--- src/c8alu_pkg.sv ---
// Shared types and constants for the 8/16-bit ALU with flags and decimal adjust.
// Holds the operation codes, flag bit positions and the beat structs of both channels.
// No dependencies.
`default_nettype none

package c8alu_pkg;

  localparam int unsigned OP_W    = 5;
  localparam int unsigned WORD_W  = 16;
  localparam int unsigned FLAGS_W = 8;

  // Flag byte bit positions
  localparam int unsigned FLAG_Z_POS = 7;
  localparam int unsigned FLAG_N_POS = 6;
  localparam int unsigned FLAG_H_POS = 5;
  localparam int unsigned FLAG_C_POS = 4;

  // Flags kept by decimal adjust: N and the low nibble
  localparam logic [FLAGS_W-1:0] DAA_KEEP_MASK = 8'h4F;
  localparam logic [7:0]         DAA_HI_LIMIT  = 8'h99;
  localparam logic [3:0]         DAA_LO_LIMIT  = 4'h9;
  localparam logic [3:0]         DAA_FIX_NIB   = 4'h6;
  localparam logic [WORD_W-1:0]  BIT_IDX_MAX   = 16'd7;

  typedef enum logic [OP_W-1:0] {
    OP_AND  = 5'd0,
    OP_OR   = 5'd1,
    OP_XOR  = 5'd2,
    OP_ADD  = 5'd3,
    OP_SUB  = 5'd4,
    OP_ADC  = 5'd5,
    OP_SBC  = 5'd6,
    OP_RLC  = 5'd7,
    OP_RRC  = 5'd8,
    OP_RL   = 5'd9,
    OP_RR   = 5'd10,
    OP_SLA  = 5'd11,
    OP_SRL  = 5'd12,
    OP_SRA  = 5'd13,
    OP_SWAP = 5'd14,
    OP_BIT  = 5'd15,
    OP_SET  = 5'd16,
    OP_RES  = 5'd17,
    OP_DAA  = 5'd18
  } op_t;

  typedef struct packed {
    logic [OP_W-1:0]    operation;
    logic [WORD_W-1:0]  operand_a;
    logic [WORD_W-1:0]  operand_b;
    logic [FLAGS_W-1:0] flags_in;
    logic               word_mode;
  } in_beat_t;

  typedef struct packed {
    logic [WORD_W-1:0]  result;
    logic               zero;
    logic               carry_byte;
    logic               carry_word;
    logic               borrow;
    logic               half_carry_byte;
    logic               half_carry_word;
    logic               half_borrow;
    logic               a_bit_zero;
    logic               a_bit_seven;
    logic [FLAGS_W-1:0] flags_out;
  } out_beat_t;

endpackage

`default_nettype wire

--- src/c8alu_in_if.sv ---
// Input channel of the ALU: valid/ready handshake plus one operation beat.
// Depends on c8alu_pkg for field widths.
`default_nettype none

interface c8alu_in_if
  import c8alu_pkg::*;
();
  logic               valid;
  logic               ready;
  logic [OP_W-1:0]    operation;
  logic [WORD_W-1:0]  operand_a;
  logic [WORD_W-1:0]  operand_b;
  logic [FLAGS_W-1:0] flags_in;
  logic               word_mode;

  modport source (
    output valid, operation, operand_a, operand_b, flags_in, word_mode,
    input  ready
  );
  modport sink (
    input  valid, operation, operand_a, operand_b, flags_in, word_mode,
    output ready
  );
endinterface

`default_nettype wire

--- src/c8alu_out_if.sv ---
// Result channel of the ALU: valid/ready handshake plus result and condition bits.
// Depends on c8alu_pkg for field widths.
`default_nettype none

interface c8alu_out_if
  import c8alu_pkg::*;
();
  logic               valid;
  logic               ready;
  logic [WORD_W-1:0]  result;
  logic               zero;
  logic               carry_byte;
  logic               carry_word;
  logic               borrow;
  logic               half_carry_byte;
  logic               half_carry_word;
  logic               half_borrow;
  logic               a_bit_zero;
  logic               a_bit_seven;
  logic [FLAGS_W-1:0] flags_out;

  modport source (
    output valid, result, zero, carry_byte, carry_word, borrow, half_carry_byte,
           half_carry_word, half_borrow, a_bit_zero, a_bit_seven, flags_out,
    input  ready
  );
  modport sink (
    input  valid, result, zero, carry_byte, carry_word, borrow, half_carry_byte,
           half_carry_word, half_borrow, a_bit_zero, a_bit_seven, flags_out,
    output ready
  );
endinterface

`default_nettype wire

--- src/cpu8_alu_with_flags_and_daa_core.sv ---
// Top level of the 8/16-bit ALU with raw condition outputs and decimal adjust.
// Depends on c8alu_pkg, c8alu_in_if and c8alu_out_if.
`default_nettype none

// Two-stage ALU: an input register captures each operation beat, one pass of
// combinational logic (a 18-bit add/subtract, logic ops, byte shifts, bit
// ops, decimal adjust) computes the result and raw conditions, and a result
// register presents them on the output channel. Throughput is one operation
// per cycle, set by the single-pass ALU between the two registers, while the
// result side does not stall. Both stages advance together when the result
// register is free or being drained, so a new beat is taken while a finished
// result is still waiting. There is no state across beats, no configuration.
// Outside DAA, zero, carries and borrow come from the unwrapped result and
// the half conditions from operands A and B (carry in counts only for ADC and
// SBC, not for the word half carry). BIT, SET and RES with an index above
// seven give 0. DAA sets only zero and carry_byte and puts the adjusted flag
// byte on flags_out; others echo flags_in there. Unused codes give result 0.
module cpu8_alu_with_flags_and_daa_core
  import c8alu_pkg::*;
(
  input  wire logic   clk,
  input  wire logic   rst_n,
  c8alu_in_if.sink    in_chan,
  c8alu_out_if.source out_chan
);

  // Pipeline registers
  in_beat_t  in_r;
  logic      in_vld_r;
  out_beat_t out_r;
  logic      out_vld_r;

  logic      out_adv;   // result register can load
  logic      in_adv;    // input register can load

  // Advance the result stage when empty or drained this cycle
  assign out_adv       = !out_vld_r || out_chan.ready;
  assign in_adv        = !in_vld_r || out_adv;
  assign in_chan.ready = in_adv;

  // ---------------------------------------------------------------------
  // ALU datapath
  // ---------------------------------------------------------------------
  logic [WORD_W-1:0]  a;
  logic [WORD_W-1:0]  b;
  logic [7:0]         a8;
  logic [FLAGS_W-1:0] flg;
  logic               cin;
  logic               cuse;
  logic [WORD_W+1:0]  r;       // unwrapped result, two's complement
  logic [WORD_W+1:0]  sum;
  logic [WORD_W+1:0]  diff;
  logic               bit_ok;
  logic [WORD_W-1:0]  bmask;
  logic [4:0]         hsum;
  logic [12:0]        hsum_w;
  logic [4:0]         hdiff;
  logic               neg;
  op_t                op;

  // Decimal adjust
  logic               d_n;
  logic               d_h;
  logic               d_c;
  logic               fix_lo;
  logic               fix_hi;
  logic [7:0]         fix;
  logic [7:0]         dv;

  out_beat_t          res_nxt;

  always_comb begin
    a    = in_r.operand_a;
    b    = in_r.operand_b;
    a8   = a[7:0];
    flg  = in_r.flags_in;
    cin  = flg[FLAG_C_POS];
    op   = op_t'(in_r.operation);
    cuse = (op == OP_ADC) || (op == OP_SBC) ? cin : 1'b0;

    sum  = {2'b00, a} + {2'b00, b} + {{(WORD_W+1){1'b0}}, cuse};
    diff = {2'b00, a} - {2'b00, b} - {{(WORD_W+1){1'b0}}, cuse};

    // Bit index is operand A; anything above seven yields zero
    bit_ok = (a <= BIT_IDX_MAX);
    bmask  = WORD_W'(1) << a[2:0];

    unique case (op)
      OP_AND:  r = {2'b00, a & b};
      OP_OR:   r = {2'b00, a | b};
      OP_XOR:  r = {2'b00, a ^ b};
      OP_ADD:  r = sum;
      OP_SUB:  r = diff;
      OP_ADC:  r = sum;
      OP_SBC:  r = diff;
      OP_RLC:  r = {10'd0, a8[6:0], a8[7]};
      OP_RRC:  r = {10'd0, a8[0], a8[7:1]};
      OP_RL:   r = {10'd0, a8[6:0], cin};
      OP_RR:   r = {10'd0, cin, a8[7:1]};
      OP_SLA:  r = {10'd0, a8[6:0], 1'b0};
      OP_SRL:  r = {10'd0, 1'b0, a8[7:1]};
      OP_SRA:  r = {10'd0, a8[7], a8[7:1]};
      OP_SWAP: r = {10'd0, a8[3:0], a8[7:4]};
      OP_BIT:  r = bit_ok ? {2'b00, b & bmask}  : '0;
      OP_SET:  r = bit_ok ? {2'b00, b | bmask}  : '0;
      OP_RES:  r = bit_ok ? {2'b00, b & ~bmask} : '0;
      default: r = '0;
    endcase

    neg    = r[WORD_W+1];
    hsum   = {1'b0, a[3:0]} + {1'b0, b[3:0]} + {4'd0, cuse};
    hsum_w = {1'b0, a[11:0]} + {1'b0, b[11:0]};
    hdiff  = {1'b0, a[3:0]} - {1'b0, b[3:0]} - {4'd0, cuse};

    // Decimal adjust of the accumulator byte
    d_n    = flg[FLAG_N_POS];
    d_h    = flg[FLAG_H_POS];
    d_c    = flg[FLAG_C_POS];
    fix_lo = d_h || (!d_n && (a8[3:0] > DAA_LO_LIMIT));
    fix_hi = d_c || (!d_n && (a8 > DAA_HI_LIMIT));
    fix    = {fix_hi ? DAA_FIX_NIB : 4'h0, fix_lo ? DAA_FIX_NIB : 4'h0};
    dv     = d_n ? (a8 - fix) : (a8 + fix);

    if (op == OP_DAA) begin
      res_nxt                 = '0;
      res_nxt.result          = {8'd0, dv};
      res_nxt.zero            = (dv == 8'd0);
      res_nxt.carry_byte      = fix_hi;
      res_nxt.flags_out       = flg & DAA_KEEP_MASK;
      res_nxt.flags_out[FLAG_C_POS] = fix_hi;
      res_nxt.flags_out[FLAG_Z_POS] = (dv == 8'd0);
    end else begin
      res_nxt.result          = r[WORD_W-1:0];
      res_nxt.zero            = in_r.word_mode ? (r == '0) : (r[7:0] == 8'd0);
      res_nxt.carry_byte      = !neg && (|r[WORD_W:8]);
      res_nxt.carry_word      = !neg && r[WORD_W];
      res_nxt.borrow          = neg;
      res_nxt.half_carry_byte = hsum[4];
      res_nxt.half_carry_word = hsum_w[12];
      res_nxt.half_borrow     = hdiff[4];
      res_nxt.a_bit_zero      = a[0];
      res_nxt.a_bit_seven     = a[7];
      res_nxt.flags_out       = flg;
    end
  end

  // ---------------------------------------------------------------------
  // Stage registers: hold on stall, advance both stages together
  // ---------------------------------------------------------------------
  always_ff @(posedge clk) begin
    if (!rst_n) begin
      in_vld_r  <= 1'b0;
      out_vld_r <= 1'b0;
    end else begin
      if (in_adv) begin
        in_vld_r <= in_chan.valid;
      end
      if (out_adv) begin
        out_vld_r <= in_vld_r;
      end
    end
  end

  always_ff @(posedge clk) begin
    if (in_adv && in_chan.valid) begin
      in_r.operation <= in_chan.operation;
      in_r.operand_a <= in_chan.operand_a;
      in_r.operand_b <= in_chan.operand_b;
      in_r.flags_in  <= in_chan.flags_in;
      in_r.word_mode <= in_chan.word_mode;
    end
    if (out_adv && in_vld_r) begin
      out_r <= res_nxt;
    end
  end

  // Drive the result channel
  assign out_chan.valid           = out_vld_r;
  assign out_chan.result          = out_r.result;
  assign out_chan.zero            = out_r.zero;
  assign out_chan.carry_byte      = out_r.carry_byte;
  assign out_chan.carry_word      = out_r.carry_word;
  assign out_chan.borrow          = out_r.borrow;
  assign out_chan.half_carry_byte = out_r.half_carry_byte;
  assign out_chan.half_carry_word = out_r.half_carry_word;
  assign out_chan.half_borrow     = out_r.half_borrow;
  assign out_chan.a_bit_zero      = out_r.a_bit_zero;
  assign out_chan.a_bit_seven     = out_r.a_bit_seven;
  assign out_chan.flags_out       = out_r.flags_out;

endmodule

`default_nettype wire

--- src/flat_wrapper.sv ---
// flat-port wrapper written by rule: the top's interface ports become plain ports
module cpu8_alu_with_flags_and_daa_core_flat import c8alu_pkg::*;
  (clk, rst_n, in_chan_valid, in_chan_operation, in_chan_operand_a, in_chan_operand_b, in_chan_flags_in, in_chan_word_mode, in_chan_ready, out_chan_valid, out_chan_result, out_chan_zero, out_chan_carry_byte, out_chan_carry_word, out_chan_borrow, out_chan_half_carry_byte, out_chan_half_carry_word, out_chan_half_borrow, out_chan_a_bit_zero, out_chan_a_bit_seven, out_chan_flags_out, out_chan_ready);
  c8alu_in_if in_chan_i ();
  c8alu_out_if out_chan_i ();
  input  wire logic clk;
  input  wire logic rst_n;
  input wire logic [$bits(in_chan_i.valid)-1:0] in_chan_valid;
  input wire logic [$bits(in_chan_i.operation)-1:0] in_chan_operation;
  input wire logic [$bits(in_chan_i.operand_a)-1:0] in_chan_operand_a;
  input wire logic [$bits(in_chan_i.operand_b)-1:0] in_chan_operand_b;
  input wire logic [$bits(in_chan_i.flags_in)-1:0] in_chan_flags_in;
  input wire logic [$bits(in_chan_i.word_mode)-1:0] in_chan_word_mode;
  output wire logic [$bits(in_chan_i.ready)-1:0] in_chan_ready;
  output wire logic [$bits(out_chan_i.valid)-1:0] out_chan_valid;
  output wire logic [$bits(out_chan_i.result)-1:0] out_chan_result;
  output wire logic [$bits(out_chan_i.zero)-1:0] out_chan_zero;
  output wire logic [$bits(out_chan_i.carry_byte)-1:0] out_chan_carry_byte;
  output wire logic [$bits(out_chan_i.carry_word)-1:0] out_chan_carry_word;
  output wire logic [$bits(out_chan_i.borrow)-1:0] out_chan_borrow;
  output wire logic [$bits(out_chan_i.half_carry_byte)-1:0] out_chan_half_carry_byte;
  output wire logic [$bits(out_chan_i.half_carry_word)-1:0] out_chan_half_carry_word;
  output wire logic [$bits(out_chan_i.half_borrow)-1:0] out_chan_half_borrow;
  output wire logic [$bits(out_chan_i.a_bit_zero)-1:0] out_chan_a_bit_zero;
  output wire logic [$bits(out_chan_i.a_bit_seven)-1:0] out_chan_a_bit_seven;
  output wire logic [$bits(out_chan_i.flags_out)-1:0] out_chan_flags_out;
  input wire logic [$bits(out_chan_i.ready)-1:0] out_chan_ready;
  assign in_chan_i.valid = in_chan_valid;
  assign in_chan_i.operation = in_chan_operation;
  assign in_chan_i.operand_a = in_chan_operand_a;
  assign in_chan_i.operand_b = in_chan_operand_b;
  assign in_chan_i.flags_in = in_chan_flags_in;
  assign in_chan_i.word_mode = in_chan_word_mode;
  assign in_chan_ready = in_chan_i.ready;
  assign out_chan_valid = out_chan_i.valid;
  assign out_chan_result = out_chan_i.result;
  assign out_chan_zero = out_chan_i.zero;
  assign out_chan_carry_byte = out_chan_i.carry_byte;
  assign out_chan_carry_word = out_chan_i.carry_word;
  assign out_chan_borrow = out_chan_i.borrow;
  assign out_chan_half_carry_byte = out_chan_i.half_carry_byte;
  assign out_chan_half_carry_word = out_chan_i.half_carry_word;
  assign out_chan_half_borrow = out_chan_i.half_borrow;
  assign out_chan_a_bit_zero = out_chan_i.a_bit_zero;
  assign out_chan_a_bit_seven = out_chan_i.a_bit_seven;
  assign out_chan_flags_out = out_chan_i.flags_out;
  assign out_chan_i.ready = out_chan_ready;
  cpu8_alu_with_flags_and_daa_core u_core (.clk(clk), .rst_n(rst_n), .in_chan(in_chan_i), .out_chan(out_chan_i));
endmodule
--- config.mk ---
export PLATFORM = sky130hd
export DESIGN_NAME = cpu8_alu_with_flags_and_daa_core_flat
export DESIGN_NICKNAME = d
export VERILOG_FILES = /design/src/c8alu_pkg.sv /design/src/c8alu_in_if.sv /design/src/c8alu_out_if.sv /design/src/cpu8_alu_with_flags_and_daa_core.sv /design/src/flat_wrapper.sv
export SDC_FILE = /design/constraint.sdc
export NUM_CORES = 1
export LEC_CHECK = 0
export BUFFER_PORTS_ARGS = -buffer_cell sky130_fd_sc_hd__buf_2
export CAP_MARGIN = 30
export CORE_MARGIN = 3
export CORE_UTILIZATION = 50
export CTS_CLUSTER_SIZE = 10
export DETAILED_ROUTE_END_ITERATION = 8
export PLACE_DENSITY = 0.81
export SETUP_SLACK_MARGIN = 0.4
export SYNTH_ARGS = -nofsm -noshare
export SYNTH_HDL_FRONTEND = slang
export SYNTH_SLANG_ARGS = --single-unit
export TNS_END_PERCENT = 10
--- constraint.sdc ---
create_clock -name clk -period 5.2 [get_ports clk]
set_input_delay 1.04 -clock clk [delete_from_list [all_inputs] [get_ports clk]]
set_output_delay 1.04 -clock clk [all_outputs]
set_load 0.01 [all_outputs]
After elaboration in Yosys (flattened, before gate mapping)
Cells that the tools add are included.

Register bits: 81. Bits of input ports: 50. Output and inout port bits: 35. Word-level logic and storage cells: 92.

Add/subtract/negate cells: 11. $lt $le $gt $ge: 3. Equality and inequality tests: 18. Shift-type cells: 1. Muxes and demuxes: 10. Bitwise gates (word level): 7. Reduce and logical (&&, ||, !) cells: 22.

Operator list (number): 18-bit case mux with 16 select lines (1); 16-bit AND (3); 16-bit 2-to-1 mux (3); 5-bit by 4-bit == test with 1-bit output, second input constant (8); 16-bit bitwise OR (2); 25-bit 2-to-1 mux (1); 5-bit by 3-bit == test with 1-bit output, second input constant (4); 18-bit by 1-bit adder with 18-bit output (1); 18-bit zero test (1); 18-bit by 1-bit subtractor with 18-bit output (1); 16-bit by 16-bit adder with 17-bit output (1); 16-bit by 16-bit subtractor with 17-bit output (1); 16-bit by 3-bit <= comparator with 1-bit output, second input constant (1); 8-bit zero test (2); 16-bit NOT (1); 1-bit by 3-bit << shifter with 16-bit output, first input constant (1); 16-bit XOR (1); 5-bit == test, second input constant (3); 12-bit by 12-bit adder with 13-bit output (1); 5-bit by 2-bit == test with 1-bit output, second input constant (2); 9-bit OR reduction (1); 8-bit adder (1); 8-bit greater-than comparator, second input constant (1); 8-bit 2-to-1 mux (1); 14 further kinds (29).

Depth between registers and ports, before layout
Gate-level depths: netlist of the first run.

Word-level depth: 8. Depth in mapped cells: 17. Mapped depth without buffers: 15.

Least setup slack after synthesis of the first run
OpenSTA, ideal clock, no wires.

Path type: register to register. From: register u_core.in_r (netlist bit u_core.op[1]). To: register u_core.out_r (netlist bit u_core.out_chan.zero), data pin. Library setup time: 0.142 ns. Arrival time: 4.414 ns. Required time: 5.058 ns. Slack: 0.644 ns. Cell stages (with the launch flop): 18. Buffers on the path: 2. Clock period less this slack: 4.556 ns. Cells stage by stage: edfxtp_1 -> clkbuf_1 -> clkbuf_1 -> nor2b_1 -> o21ai_0 -> or2_2 -> inv_1 -> ha_1 -> nand3_1 -> nor3_1 -> nand2_1 -> nand4b_1 -> mux2i_1 -> o211ai_1 -> or4_1 -> or4_1 -> o41a_1 -> o21ai_2.

RTL lines: from (decl) (RTL line cpu8_alu_with_flags_and_daa_core.sv:28) `in_beat_t in_r;`; to (signal assigned) (RTL line cpu8_alu_with_flags_and_daa_core.sv:173) `out_r <= res_nxt;`; to (decl) (RTL line cpu8_alu_with_flags_and_daa_core.sv:30) `out_beat_t out_r;`.

==> results.toml, run 1 <==
[run_status]
status = "completed"

[layout]
num-nets-final = 1015
mostFrequentLayoutCell = "buf_2"
diodes = 0
areaGrowthSynthToFinish_pct = 15.2
ff_latch_area_sq_um = 2410
multi_input_area_sq_um = 4690
drive_gt1_share_pct = 19.2
final_area_sq_um = 8510
final_cell_mix = "buf_2 (84), edfxtp_1 (79), ha_1 (61)"
n_fill_cell = 1222

[placed_design]
finalWeightedCongestion = 0.976
placed_area_sq_um = 8050
place_hpwl_um = 17000
numPortBuffers = 84

[sta]
layout_worst_path_cycle_share_pct = 89.8
hold_violations = 0
fin_skew_ns = 0.0135
rsz0062_at_grt = "no"
max_slew.worst_pin.slew_ns = 1.02
max-slew-margin-rel_pct = 31.4
setup-violations-final = 0
final_max_slew_viol_count = 0
fin_tns_setup_ns = 0
fin_crit_ns = 4.67
max_freq_mhz = 214

[floorplan]
die_h_um = 128
die_area_sq_um = 16300
fp.dieW_um = 128
io_pins = 85
initial_core_util_pct = 52.2
core-area_sq_um = 14100
std_cell_rows = 43

[route]
wl_per_cell_um = 20.8
ant_nets = 0
drtIter0Drc = 1015
drt_wl_total_um = 22500
dr_total_vias = 7024
drc = 0
vias_per_cell = 6.50
dr.pass1.iters = 6

[critical_path]
reg2regPathDepth = 13
worst_ep_required_time_ns = 5.41
crit_family = "simple AND/OR/NAND/NOR gates"
slowest_delay_ns = 0.54
critPathKind = "reg -> reg"
critPathMaxFanout = 17
start_kind = "flop"
crit_arrival_ns = 4.88
path_cells = "inv_1 -> ha_1 -> a21oi_1 -> mux2_2 -> a21oi_1 -> and3b_1 -> and4_1 -> nand3_1 -> mux2i_1 -> or4_1 -> or4_1 -> o41a_1 -> o21ai_2"
endpoint_kind = "flop"
crit_cells = 13
slowest_stage = "or4_1"
cp_num_buf_inv = 1

[global_route]
grt_first_pass_wirelength_um = 35000
antenna_found_initial = 0
first_global_vias = 6565
grt_max_degree = 34
grt_overflow = 0
track_usage_pct = 27.3

[synthesis]
yosys_register_bits = 81
yosysWarnings = 0
async_flop_share_pct = 0
synth_edf_count = 79
synth_cell_types = 85
ys_seq_area_share_pct = 32.7
avgSynthCellArea_sq_um = 9.13
syn-instance-count = 809
syn-cell-area_sq_um = 7390
synthFlopType = "edfxtp_1"
syn_nets = 928

[cts]
cts_tree = "yes"
htreeDepth = 3
clkSlewWorstSetupHoldPaths_ns = 0.07
cts_hold_buf = 0
cts_num_sinks = 81
clockBufferDepth = 2
insertion_delay_ns = 0.36
cts_buffers = 9
cts-root-buf = "clkbuf_16"

[hold_path]
worstHoldPathCells = 0
hp-class = "reg -> reg"

[power]
peakVddDrop_uv = 236
power.density_nw_per_um2 = 249
leakagePower_nw = 3.43

[job]
maxCapViolations = 0
power breakdown:
group / internal [mW] / switching [mW]
Combinational: 0.268 / 0.403
Clock: 0.338 / 0.311
Sequential: 0.766 / 0.0325
per-stage QoR:
| stage | utilization (%) | worst slack, ns | power [mW] | instances | hold WS, ns |
|---|---|---|---|---|---|
| global route | 60.1 | 0.384 | 2.21 | 1081 | 0.439 |
| CTS | 59.0 | 0.425 | 2.08 | 1070 | 0.428 |
| finish | 60.1 | 0.529 | 2.12 | 1081 | 0.426 |
| detailed placement | 56.9 | 0.363 | 1.44 | 1053 | 0.411 |
| floorplan | - | 0.644 | 1.26 | 809 | 0.400 |
| global placement | 56.7 | 0.497 | 1.43 | 1052 | 0.401 |
area by class of cell:
| class | instances | area share [%] |
|---|---|---|
| flip-flops and latches | 81 | 28.4 |
| clock inverters | 7 | 0.824 |
| clock buffers | 9 | 2.65 |
| multi-input cells | 636 | 55.1 |
| inverters | 51 | 2.29 |
| well taps | 180 | 2.65 |
| repair buffers | 117 | 8.09 |
state kept, by name, indices dropped and copies added, names as in the netlist:
name and flops:
u_core.out_chan.half_carry_word 1, u_core.out_chan.a_bit_seven 1, u_core.out_chan.result 16, u_core.out_chan.zero 1, u_core.out_chan.flags_out 8, u_core.in_vld_r 1
u_core.out_chan.half_borrow 1, u_core.out_chan.carry_byte 1, u_core.b 16, u_core.a 16, u_core.op 5, u_core.flg 8
u_core.out_chan.borrow 1, u_core.out_chan.half_carry_byte 1, u_core.out_chan.valid 1, u_core.out_chan.carry_word 1, u_core.in_r 1, u_core.out_chan.a_bit_zero 1
Yosys cell counts, types with 7 or more instances:
library cell   n  share of area (%)
or2_2          7               0.59
nor3b_1       12                1.2
nand2b_1      13                1.1
buf_2          9               0.61
o21a_1        10                1.0
nor3_1        32                2.2
nor2b_1       20                1.7
nand2_1       39                2.0
ha_1          65                 11
nor2_1        54                2.7
o21ai_0       31                2.1
mux2i_1       17                2.3
and3_1         9               0.76
clkbuf_1      28                1.4
edfxtp_1      79                 32
nand4_1       12                1.0
xor2_1        20                2.4
a22oi_1        8               0.81
or4_1          7               0.71
inv_1         50                2.5
o211ai_1       7               0.71
a221oi_1      11                1.3
a211oi_1       7               0.71
o21bai_1       7               0.71
nand3_1       31                2.1
a21oi_1       50                3.4
a221o_1        7               0.95
o22ai_1       13                1.1
xnor2_1       21                2.5
or3_1          7               0.59
a21o_1        14                1.4
routing by layer:
layer | wire (um) | track usage (%)
met5 | 0 | 0
met4 | 842 | 10.4
met3 | 1950 | 5.52
met2 | 10400 | 43.4
met1 | 9310 | 36.9
logic make-up (layout without fill, tap and decap cells):
| family | Yosys count | after routing | synth area share (%) |
|---|---|---|---|
| buffers and inverters | 93 | 184 | 5.03 |
| adders and majority gates | 69 | 69 | 12.1 |
| and+or+nand+nor | 278 | 278 | 20.7 |
| xor gates and xnor gates | 41 | 41 | 4.86 |
| AOI/OAI and AO/OA | 228 | 229 | 22.1 |
| muxes | 19 | 19 | 2.61 |
| DFF | 81 | 81 | 32.7 |
repair_timing:
action / 4_1_cts / 5_1_grt
endpoints found under the setup margin: 1 / 2
pin swaps: 0 / 3
cloned: 0 / 1
setup buffers: 1 / 10
resized for setup: 0 / 14
worst paths after layout:
check	endpoint	from	slack, ns
worst max-delay path	u_core.out_chan.zero$_DFFE_PP_	u_core.b[6]$_DFFE_PP_	0.53
worst min-delay path	u_core.out_chan.flags_out[3]$_DFFE_PP_	u_core.flg[3]$_DFFE_PP_	0.43
worst max register to register	u_core.out_chan.zero$_DFFE_PP_	u_core.b[6]$_DFFE_PP_	0.53
worst min register to register	u_core.out_chan.flags_out[3]$_DFFE_PP_	u_core.flg[3]$_DFFE_PP_	0.43
Note: power is estimated with default switching activity, not from simulation.
==> run 2, diff against run 1 <==
--- a/config.mk
+++ b/config.mk
@@ -11,7 +11,7 @@
 export CORE_UTILIZATION = 50
 export CTS_CLUSTER_SIZE = 10
 export DETAILED_ROUTE_END_ITERATION = 8
-export PLACE_DENSITY = 0.81
+export PLACE_DENSITY = 0.75
 export SETUP_SLACK_MARGIN = 0.4
 export SYNTH_ARGS = -nofsm -noshare
 export SYNTH_HDL_FRONTEND = slang
==> run 2 against run 1 <==
- clock power is 13% higher
- clock skew up 0.0021 ns
- utilization increased by 0.062 points
- fmax is 1.3% higher
- first-iteration DRC count down 17%
- combinational power is 0.9% lower
- clock-buffer cell count unchanged
- setup slack better by 0.061 ns
- hold slack worse by 0.0018 ns
- sequential share of layout area barely moved
- register-to-register slack improved by 0.06 ns
- final cell count is 0.37% lower
==> results.toml, run 2 (same netlist as run 1, synthesis figures left out) <==
[layout]
areaGrowthSynthToFinish_pct = 15.3
drive_gt1_share_pct = 19.2
mostFrequentLayoutCell = "buf_2"
num-nets-final = 1011
final_cell_mix = "buf_2 (85), edfxtp_1 (79), ha_1 (61)"
diodes = 0

[hold_path]
hp-class = "reg -> reg"

[critical_path]
crit_arrival_ns = 4.82
critPathMaxFanout = 6
endpoint_kind = "flop"
worst_ep_required_time_ns = 5.41
start_kind = "flop"
critPathKind = "reg -> reg"

[cts]
insertion_delay_ns = 0.36
cts_num_sinks = 81
clkSlewWorstSetupHoldPaths_ns = 0.07
cts_hold_buf = 0
cts_buffers = 9
clockBufferDepth = 2
htreeDepth = 3
cts-root-buf = "clkbuf_16"
cts_tree = "yes"

[power]
seqPwrFrac_pct = 36.4
switching_share_pct = 33.6
p_comb_share_pct = 30.3
internal-power_mw = 1.46
peakVddDrop_uv = 160
switching_power_mw = 0.739
power.density_nw_per_um2 = 258
power_frac_clock_pct = 33.4
leakagePower_nw = 3.44

[sta]
max-slew-margin-rel_pct = 33.3
fin_skew_ns = 0.0156
max_slew.worst_pin.slew_ns = 0.993
hold_violations = 0
setup-violations-final = 0
fin_crit_ns = 4.61
holdWs_ns = 0.424
layout_worst_path_cycle_share_pct = 88.7
fin_tns_setup_ns = 0
rsz0062_at_grt = "no"
final_max_slew_viol_count = 0
max_freq_mhz = 217

[floorplan]
core-area_sq_um = 14100
die_h_um = 128
io_pins = 85
initial_core_util_pct = 52.2
die_area_sq_um = 16300
std_cell_rows = 43
fp.dieW_um = 128

[run_status]
status = "completed"

[route]
wl_per_cell_um = 21.0
ant_nets = 0
vias_per_cell = 6.47
drt_wl_total_um = 22600
dr.pass1.iters = 7
drtIter0Drc = 840
drc = 0
dr_total_vias = 6972

[global_route]
grt_first_pass_wirelength_um = 34600
track_usage_pct = 27.0
grt_overflow = 0
first_global_vias = 6434
antenna_found_initial = 0
grt_max_degree = 34

[placed_design]
numPortBuffers = 84
finalWeightedCongestion = 0.981
place_hpwl_um = 16600

[job]
maxCapViolations = 0
## run 2: changes by cell type in the layout (fill, tap and decap cells not counted), sizes merged
cell / delta
a211oi: -1
buf: -3
bufinv: +2
clkinvlp: -2
## run 2: routing by layer
| layer | wire length [um] | global-route usage, % |
|---|---|---|
| met5 | 0 | 0 |
| met2 | 10200 | 42.0 |
| met1 | 9640 | 37.9 |
| met3 | 1900 | 4.52 |
| met4 | 837 | 10.1 |
## run 2: path summary, 6_finish.rpt
kind / from / to / slack (ns) / cells past startpoint
min: u_core.flg[1]$_DFFE_PP_ / u_core.out_chan.flags_out[1]$_DFFE_PP_ / 0.42 / 0
max: u_core.b[0]$_DFFE_PP_ / u_core.out_chan.zero$_DFFE_PP_ / 0.59 / 14
min reg2reg: u_core.flg[1]$_DFFE_PP_ / u_core.out_chan.flags_out[1]$_DFFE_PP_ / 0.42 / 0
max reg2reg: u_core.b[0]$_DFFE_PP_ / u_core.out_chan.zero$_DFFE_PP_ / 0.59 / 14
## run 2: power groups by stage
stage	logic (mW)	clock network (mW)	registers, mW
6_report	0.665	0.733	0.800
5_1_grt	0.722	0.762	0.803
4_1_cts	0.629	0.734	0.800
3_5_place_dp	0.620	0	0.814
3_3_place_gp	0.610	0	0.813
2_1_floorplan	0.453	0	0.809
## run 2: critical path, stage by stage (launching register included)
cell and delay, ns:
edfxtp_1 0.50, ha_2 0.27, fa_1 0.44, a211oi_4 0.32, buf_4 0.17, o21a_1 0.18
a221oi_2 0.10, nor3b_2 0.30, and4_1 0.30, nand3_1 0.11, mux2i_1 0.14, or4_1 0.53
or4_1 0.54, o41a_1 0.46, o21ai_2 0.11
## run 2: area by class of cell
cell class / count / area (sq um)
sequential: 81 / 2410
inverter: 51 / 191
clock inverter: 7 / 106
timing repair buffer: 114 / 656
clock buffer: 9 / 225
fill: 1228 / 5640
multi-input combinational: 635 / 4700
tap: 180 / 225
## run 2: what timing repair did
item,4_1_cts,5_1_grt
setup buffers,2,8
gates resized for setup,2,16
setup endpoints to repair,1,2
pin swaps,1,4
hold endpoints to repair,0,0
## run 2: through the flow
stage	total power [mW]	util, %	cells	setup WS [ns]	area, sq um
2_1_floorplan	1.26	-	809	0.644	7390
3_3_place_gp	1.42	56.5	1049	0.539	8000
3_5_place_dp	1.43	56.7	1051	0.426	8020
4_1_cts	2.16	59.2	1069	0.475	8370
5_1_grt	2.29	60.2	1077	0.416	8510
6_report	2.20	60.2	1077	0.590	8510
==> run 3, diff against run 2 <==
==> constraint.sdc (replaced) <==
create_clock -name clk -period 5.9 [get_ports clk]
set_input_delay 1.18 -clock clk [delete_from_list [all_inputs] [get_ports clk]]
set_output_delay 1.18 -clock clk [all_outputs]
set_load 0.01 [all_outputs]
==> run 3 against run 2 <==
- hold slack gained 0.0045 ns
- sequential share of layout area up 0.85 points
- setup slack better by 0.28 ns
- die area stayed put
- global-route usage down 0.84 points
- non-clock buffer count shrank 19
- largest power group unchanged
- critical path type unchanged
- sequential power shrank 12%
- first-iteration DRC count increased by 12%
- final cell count shrank 1.8%
- combinational power fell by 17%
- flip-flop and latch count did not move
- clock power down 20%
==> results.toml, run 3 (same netlist as run 1, synthesis figures left out) <==
[sta]
fin_tns_setup_ns = 0
final_max_slew_viol_count = 0
rsz0062_at_grt = "no"
setup-violations-final = 0
layout_worst_path_cycle_share_pct = 85.3
max_freq_mhz = 199
hold_violations = 0
fin_skew_ns = 0.00737
fin_crit_ns = 5.03
max_slew.worst_pin.slew_ns = 0.994
max-slew-margin-rel_pct = 33.6

[layout]
diodes = 0
final_cell_mix = "buf_2 (85), edfxtp_1 (79), ha_1 (65)"
mostFrequentLayoutCell = "buf_2"
num-nets-final = 992
areaGrowthSynthToFinish_pct = 11.9
drive_gt1_share_pct = 15.8

[global_route]
first_global_vias = 6372
grt.met2_usage_pct = 40.4
grt_max_degree = 34
grt_overflow = 0
use_met3_pct = 4.60
track_usage_pct = 26.2
grt_first_pass_wirelength_um = 33700
antenna_found_initial = 0
gr-usage-met1_pct = 36.8
grt-busiest-layer = "met2"

[hold_path]
hp-class = "reg -> reg"

[power]
power.density_nw_per_um2 = 223
peakVddDrop_uv = 183
leakagePower_nw = 3.33
p_total_mw = 1.85

[route]
drc = 0
dr_total_vias = 6828
ant_nets = 0
vias_per_cell = 6.45
wl_per_cell_um = 20.3
drtIter0Drc = 943
dr.pass1.iters = 7
drt_wl_total_um = 21500

[critical_path]
critPathKind = "reg -> reg"
worst_ep_required_time_ns = 6.12
crit_arrival_ns = 5.25
endpoint_kind = "flop"
critPathMaxFanout = 11
start_kind = "flop"

[cts]
cts_setup_buffers = 0
insertion_delay_ns = 0.36
clockBufferDepth = 2
cts_resized = 0
cts-root-buf = "clkbuf_16"
cts_tree = "yes"
cts_num_sinks = 81
cts_hold_buf = 0
htreeDepth = 3
clkSlewWorstSetupHoldPaths_ns = 0.07
cts_buffers = 9

[placed_design]
numPortBuffers = 84
finalWeightedCongestion = 0.956
place_hpwl_um = 16300

[floorplan]
core-area_sq_um = 14100
die_area_sq_um = 16300
initial_core_util_pct = 52.2
die_h_um = 128
fp.dieW_um = 128
std_cell_rows = 43
io_pins = 85

[job]
maxCapViolations = 0

[run_status]
status = "completed"
## run 3: where the power goes
part / switching (mW) / total [mW] / internal (mW)
combinational: 0.338 / 0.554 / 0.216
sequential: 0.0314 / 0.706 / 0.674
clock: 0.285 / 0.588 / 0.302
total: 0.655 / 1.85 / 1.19
## run 3: worst max-delay path, cell delays in order, from the launching register on
cell and delay (ns):
edfxtp_1 0.59, ha_1 0.36, fa_1 0.47, a211oi_4 0.42, o211ai_1 0.23, and2_1 0.25, a31oi_1 0.34, and4_1 0.32
nand3_1 0.11, mux2i_1 0.14, or4_1 0.54, or4_1 0.54, o41a_1 0.46, o21ai_2 0.11
## run 3: metal layers
metal	vias to the layer above	part of all wire (%)
met5	-	0
met4	0	3.5
met3	57	8.3
met2	323	45
met1	3251	43
li1	3197	-
## run 3: final timing paths
| path | startpoint | to | slack [ns] | cells after the start |
|---|---|---|---|---|
| hold / removal | u_core.flg[2]$_DFFE_PP_ | u_core.out_chan.flags_out[2]$_DFFE_PP_ | 0.43 | 0 |
| setup reg to reg | u_core.a[0]$_DFFE_PP_ | u_core.out_chan.zero$_DFFE_PP_ | 0.87 | 13 |
| setup / recovery | u_core.a[0]$_DFFE_PP_ | u_core.out_chan.zero$_DFFE_PP_ | 0.87 | 13 |
| hold reg to reg | u_core.flg[2]$_DFFE_PP_ | u_core.out_chan.flags_out[2]$_DFFE_PP_ | 0.43 | 0 |
## run 3: area by class of cell
cell class / instances / area (sq um)
Tap cell: 180 / 225
Timing Repair Buffer: 95 / 520
Clock buffer: 9 / 225
Sequential cell: 81 / 2410
Clock inverter: 7 / 81.3
Inverter: 51 / 191
Fill cell: 1278 / 5880
Multi-Input combinational cell: 635 / 4610
## run 3: through the flow
step	util [%]	setup slack [ns]	hold WS, ns	std cells	instance area [sq um]
final	58.4	0.868	0.429	1058	8270
after global routing	58.4	0.618	0.440	1058	8270
after CTS	58.4	0.974	0.433	1058	8270
after detailed placement	56.3	1.01	0.413	1042	7960
after global placement	56.0	1.03	0.400	1040	7930
after floorplan	-	1.34	0.400	809	7390
